$ cat src/rtl/rlt_ram.sv
`timescale 1ns / 1ps

module rlt_ram #(
    parameter int WIDTH = 8,
    parameter int DEPTH = 16
) (
    input  logic                     clk,
    input  logic                     we,
    input  logic [$clog2(DEPTH)-1:0] waddr,
    input  logic [WIDTH-1:0]         wdata,
    input  logic                     re,
    input  logic [$clog2(DEPTH)-1:0] raddr,
    output logic [WIDTH-1:0]         rdata
);

    logic [WIDTH-1:0] mem [DEPTH];

    always_ff @(posedge clk)
    begin
        if (we)
        begin
            mem[waddr] <= wdata;
        end
        if (re)
        begin
            rdata <= mem[raddr];
        end
    end

endmodule

$ cat config.mk
export PLATFORM = sky130hd
export DESIGN_NAME = rlt_ram
export DESIGN_NICKNAME = d
export VERILOG_FILES = /design/src/rtl/rlt_ram.sv
export SDC_FILE = /design/constraint.sdc
export NUM_CORES = 1
export LEC_CHECK = 0
export BUFFER_PORTS_ARGS = -buffer_cell sky130_fd_sc_hd__clkbuf_2
export CAP_MARGIN = 20
export CORE_ASPECT_RATIO = 1.2
export CORE_MARGIN = 1.5
export CORE_UTILIZATION = 30
export DETAILED_ROUTE_END_ITERATION = 7
export PLACE_DENSITY = 0.45
export SLEW_MARGIN = 20
export SYNTH_ARGS = -nofsm -noshare
export SYNTH_HDL_FRONTEND = slang
export SYNTH_SLANG_ARGS = --single-unit
$ cat constraint.sdc
create_clock -name clk -period 4 [get_ports clk]
set_input_delay 0.8 -clock clk [delete_from_list [all_inputs] [get_ports clk]]
set_output_delay 0.8 -clock clk [all_outputs]
set_load 0.1 [all_outputs]
[Word-level counts from Yosys, hierarchy flattened]
Memory sizes are Yosys's and may differ from the RTL's. A register that Yosys moved wholly into a read port is not among the register bits.
Index checks and enable logic that the tools add are counted.
Word-level totals
  register bits: 0
  memory bits (writable): 128
  input bits: 19
  output and inout port bits: 8
  logic and storage cells: 3
  memories: 1
Memories
  mem: depth 16, bits a word 8, rd ports 1, clocked after memory_dff 1, wr ports 1, line 16  | logic [WIDTH-1:0] mem [DEPTH];
Cells by class
  muxes and demuxes: 2
Operators with widths (count)
  $mux 1: 2

[Depth between registers and ports, before layout]
Gate-level depths: netlist (run 1).
  word-level depth: 2
  depth in mapped cells: 5
  gate-level depth less buffers: 3

[Worst setup path after synthesis (run 1)]
Ideal clock, no wire load.
  path type: in2reg
  start point: input port waddr[2]
  end point: memory mem[0][0] (enable)
  setup time: 0.383 ns
  arrival time: 1.910 ns
  data required time: 3.617 ns
  slack: 1.707 ns
  stages: 2
  path buffers: 0
  cells stage by stage: or3b_2 nor3_1
RTL lines
  start, declared: line 9  | input logic [$clog2(DEPTH)-1:0] waddr,
  end, declared: line 16
No word-level cell before the write port.

==> results of run 1 <==
-- power by group through the flow --
stage | Sequential, mW | Clock [mW] | Combinational, mW
after floorplan | 1.69 | 0 | 0.0810
after global placement | 1.64 | 0 | 0.194
after detailed placement | 1.64 | 0 | 0.196
after CTS | 1.62 | 1.37 | 0.195
after global routing | 1.62 | 1.42 | 0.207
final | 1.62 | 1.34 | 0.192
-- critical path, delay by kind of cell --
family                 cells  cell delay (ns)
AOI/OAI and AO/OA          1             0.19
buffers and inverters      2             0.91
muxes                      1             0.57
and+or+nand+nor            1             0.08
-- kinds of logic after synthesis --
kind of cell | after synthesis | synth area share (%)
DFF | 136 | 78.1
and+or+nand+nor | 35 | 3.14
muxes | 32 | 14.8
AOI/OAI and AO/OA | 16 | 2.30
buffers and inverters | 10 | 1.65
-- final timing paths --
| kind | start | to | slack [ns] |
|---|---|---|---|
| min reg2reg | mem[14][3] | rdata[3] | 0.74 |
| max | raddr[0] | rdata[1] | 1.60 |
| min | mem[14][3] | rdata[3] | 0.74 |
| max reg2reg | mem[1][5] | rdata[5] | 2.46 |
-- cells in the final DEF (no fill, tap or decap), types with 2 or more instances in the layout --
cell type,instances
edfxtp_1,136
mux4_2,18
clkbuf_2,26
clkbuf_16,17
nand2b_1,2
clkbuf_1,5
buf_4,5
nor2_1,13
mux4_1,14
a22oi_1,16
nor3_1,3
nand2_1,9
nand3b_1,2
clkinv_1,6
-- registers in the layout, summed over array words and instances, names as in the netlist --
| signal | flops |
|---|---|
| mem | 128 |
| rdata | 8 |
-- area by class of cell --
class                           instances  area share, %
Clock buffer                           22           7.30
Clock inverter                          8          0.946
Multi-Input combinational cell         83           17.5
Sequential cell                       136           67.1
Tap cell                              216           4.44
Timing Repair Buffer                   31           2.75
-- stage by stage --
stage                     instances  setup slack [ns]  area, um^2  utilization, %
after floorplan                 229              1.71        5230               -
after global placement          466              1.12        5580            32.9
after detailed placement        466              1.10        5580            32.9
after CTS                       496              1.54        6090            35.8
after global routing            496              1.41        6090            35.8
final                           496              1.60        6090            35.8
-- routing by layer --
metal  up-vias  part of all wire [%]
met1      1230                    45
met5         -                     0
met3        12                   5.0
li1       1062                     -
met4         0                   1.8
met2        62                    48
==> flow_summary.ini, run 1 <==
[global_route]
met2_usage_pct = 20.5
grt_util_met3_pct = 3.32
overflow = 0
grtUsageTotal_pct = 12.8
grt_busiest_layer = met2
grt_pass1_wl_mm = 15.9
antenna_found_initial = 0
first_global_vias = 2561
grt_start_max_net_pins = 33
grt_use_met1_pct = 16.3

[cells_and_area]
nets = 288
multi_input_area_um2 = 1060
area_growth_pct = 16.4
drive_gt1_share_pct = 25.0
n_fill_cell = 1571
diodes = 0
seqCellArea_um2 = 4080

[timing]
finalSetupViolations = 0
max_slew.worst_pin.slew_ns = 1.01
post-route-period-util_pct = 60.1
holdWs_ns = 0.742
post-route-min-period_ns = 2.40
rsz0062_at_grt = no
relSlewSlack_pct = 32.2
fmaxAchievable_mhz = 416
hold_violations = 0
drv_slew = 0
fin_skew_ns = 0.00310
finalSetupTns_ns = 0

[synthesis]
syn_area_um2 = 5230
postSynthCellCount = 229
synthTopCellsByArea = edfxtp_1, mux4_2, mux4_1
yosysMostFrequentCell = edfxtp_1
synthFlopType = edfxtp_1
synth_area_per_cell_um2 = 22.8
ys_ff_latch = 136
synth_top_area_share_pct = 78.1
ys.warnings.count = 0
synth_edf_count = 136
yosys.cell_types.count = 18
synth_top_area_cell = edfxtp_1
yosysSeqAreaShare_pct = 78.1
synthArstFlopShare_pct = 0
synthTopCellsByCount = edfxtp_1, mux4_2, a22oi_1
synthesis.nets = 248

[worst_setup_path]
ff2ff_path_depth = 3
path_max_fanout = 21
crit_required_ns = 4.15
worstPathArrival_ns = 2.56
slowest_stage = clkbuf_2
path_cells = clkbuf_2, buf_4, mux4_1, a22oi_1, nand2_1
cp-start-kind = input port
crit_type = in2reg
crit_path_end_kind = flop
max_stage_delay_ns = 0.59

[cts]
cts_buffers = 17
insertion_delay_ns = 0.41
clk_pin_slew_ns = 0.05
clockRootBuffer = clkbuf_16
cts_buffer_depth = 2
post_cts_buffers = 0
post_cts_resized = 0
cts-hold-fix-buffers = 0
cts_tree = yes
clkSinkCount = 136
htree_levels = 4

[place]
port-buffer-count = 26
routabilityCongestion = 0.723
place_hpwl_mm = 6.78

[outcome]
status = completed

[pwr]
internal_power_mw = 2.50
vdd_drop_max_uv = 257
cellPowerDensity_nw_per_um2 = 517
p_comb_share_pct = 6.1
switching_share_pct = 20.7
switching_power_mw = 0.650
pwr-share-clk_pct = 42.5
finalPower_mw = 3.15
pwr-share-seq_pct = 51.4
p_leak_nw = 1.98

[routing]
drc = 0
wl_per_cell_um = 21.1
drt-pass1-iter-count = 4
num_vias = 2366
vias_per_cell = 4.77
wl_mm = 10.5
drt_iter0_drc = 138
ant_nets = 0

[die]
die-height_um = 148
initial_core_util_pct = 30.8
ios = 27
die-width_um = 124
core_um2 = 17000
fp-row-count = 52
die-area_um2 = 18200

[min_path]
min_path_type = reg2reg
whs_path_depth = 3

[flow_run]
drv_cap = 0
Power figures use the tool's default switching activity.
==> run 2: changes to the inputs <==
ABC_AREA = 1   (was not set)
PLACE_DENSITY = 0.46   (was 0.45)
clock period = 2 ns   (was 4 ns; I/O delays follow)
==> flow_summary.ini, run 2 <==
[cts]
clk_pin_slew_ns = 0.05
cts_buffers = 17
post_cts_resized = 0
insertion_delay_ns = 0.42
cts_buffer_depth = 2
htree_levels = 4
cts_tree = yes
post_cts_buffers = 0
clkSinkCount = 136
cts-hold-fix-buffers = 0
clockRootBuffer = clkbuf_16

[worst_setup_path]
max_stage_delay_ns = 0.49
crit_required_ns = 1.60
worstPathArrival_ns = 1.32
path_max_fanout = 1
crit_path_end_kind = primary output
crit_type = reg2out
slowest_stage = clkbuf_2
critPathTopFamily = buffers and inverters
path_cells = clkbuf_2
crit_buf_inv = 1
cp-start-kind = flop

[synthesis]
synthArstFlopShare_pct = 0
synth_top_area_cell = edfxtp_1
postSynthCellCount = 551
synth_top_area_share_pct = 69.8
synthTopCellsByArea = edfxtp_1, nand2_1, nand3_1
synthesis.nets = 570
yosysMostFrequentCell = nand2_1
yosysSeqAreaShare_pct = 69.8
synthFlopType = edfxtp_1
syn_area_um2 = 5850
synth_edf_count = 136
synth-compound-area-share_pct = 0
synthTopCellsByCount = nand2_1, edfxtp_1, inv_1
synth_top_family_by_area = simple AND/OR/NAND/NOR gates
synth_area_per_cell_um2 = 10.6
yosys.area_share.xor_xnor_pct = 0
synthAdderAreaFrac_pct = 0
ys.warnings.count = 0
yosys.cell_types.count = 11
muxShareOfSynthArea_pct = 0
synth-simple-area-share_pct = 20.8
ys_ff_latch = 136

[timing]
drv_slew = 0
post-route-min-period_ns = 1.72
fmaxAchievable_mhz = 582
fin_skew_ns = 0.00611
finalSetupTns_ns = 0
hold_violations = 0
finalSetupViolations = 0
relSlewSlack_pct = 57.1
rsz0062_at_grt = no
holdWs_ns = 0.392
max_slew.worst_pin.slew_ns = 0.643
post-route-period-util_pct = 85.9

[pwr]
p_leak_nw = 2.95
vdd_drop_max_uv = 457
cellPowerDensity_nw_per_um2 = 1010

[flow_run]
drv_cap = 0

[global_route]
grtUsageTotal_pct = 15.4
first_global_vias = 3770
antenna_found_initial = 0
grt_start_max_net_pins = 65
grt_pass1_wl_mm = 21.9
overflow = 0

[routing]
wl_mm = 14.4
ant_nets = 0
vias_per_cell = 4.42
num_vias = 3802
drt_iter0_drc = 261
drt-pass1-iter-count = 5
drc = 0
wl_per_cell_um = 16.7

[cells_and_area]
finalInstanceArea_um2 = 6920
largestRegisters = mem (128), rdata (8)
n_fill_cell = 1939
nets = 611
multi_input_area_um2 = 1210
drive_gt1_share_pct = 11.9
largest_reg_flops = 128
regMostFlops = mem
final_common_cell = nand2_1
area_growth_pct = 18.4
seqCellArea_um2 = 4080
diodes = 0
layout_common_cells = nand2_1, edfxtp_1, inv_1

[die]
ios = 27
core_um2 = 19000
fp-row-count = 55
die-height_um = 156
initial_core_util_pct = 30.8
die-width_um = 130
die-area_um2 = 20300

[outcome]
status = completed

[place]
routabilityCongestion = 0.808
place_hpwl_mm = 8.83
port-buffer-count = 26
place_area_um2 = 6310

[min_path]
min_path_type = in2reg
run 2: cell count changes after synthesis, sizes merged, moves of 2 or more:
| cell | change |
|---|---|
| nor2 | +4 |
| mux4 | -32 |
| buf | +17 |
| inv | +102 |
| nor3 | -4 |
| clkdlybuf4s25 | -3 |
| nand3 | +96 |
| nand2b | -2 |
| nand2 | +164 |
| a22oi | -16 |
run 2: worst paths after layout:
kind	from	to	slack, ns	cells past startpoint
hold / removal	re	rdata[7]	0.39	1
setup / recovery	rdata[4]	rdata[4]	0.28	1
setup reg to reg	mem[8][6]	rdata[6]	0.79	6
hold reg to reg	mem[6][3]	rdata[3]	0.77	6
run 2: kinds of logic (layout without fill, tap and decap cells):
| kind of cell | count (synthesis) | count (layout) |
|---|---|---|
| buffers and inverters | 126 | 180 |
| AND/OR/NAND/NOR | 289 | 289 |
| flip-flops | 136 | 136 |
run 2: layout make-up:
type,count,area share [%]
clock inverters,13,2.64
well taps,256,4.63
multi-input cells,289,17.5
repair buffers,46,4.41
flip-flops and latches,136,59.0
clock buffers,19,6.25
inverters,102,5.53
run 2: power breakdown:
group	leakage [nW]	switching, mW	total (mW)	internal, mW
Combinational	1.41	0.374	0.485	0.111
Sequential	1.24	0.0241	3.24	3.21
Clock	0.300	1.11	3.29	2.18
Total	2.95	1.51	7.02	5.50
run 2: per-stage QoR:
step / power (mW) / utilization [%] / cells / worst slack [ns]
3_3_place_gp: 3.79 / 33.2 / 829 / 0.276
4_1_cts: 7.08 / 36.4 / 861 / 0.266
5_1_grt: 7.24 / 36.4 / 861 / 0.231
6_report: 7.02 / 36.4 / 861 / 0.283
2_1_floorplan: 3.61 / - / 551 / 0.649
3_5_place_dp: 3.79 / 33.2 / 829 / 0.301
run 2: metal layers:
metal	global-route usage, %	part of all wire (%)	wire length, um	vias to the layer above
li1	-	-	-	1864
met1	18.7	43	6170	1838
met2	25.9	52	7440	77
met3	3.88	3.0	431	23
met4	6.33	2.4	340	0
met5	0	0	0	-
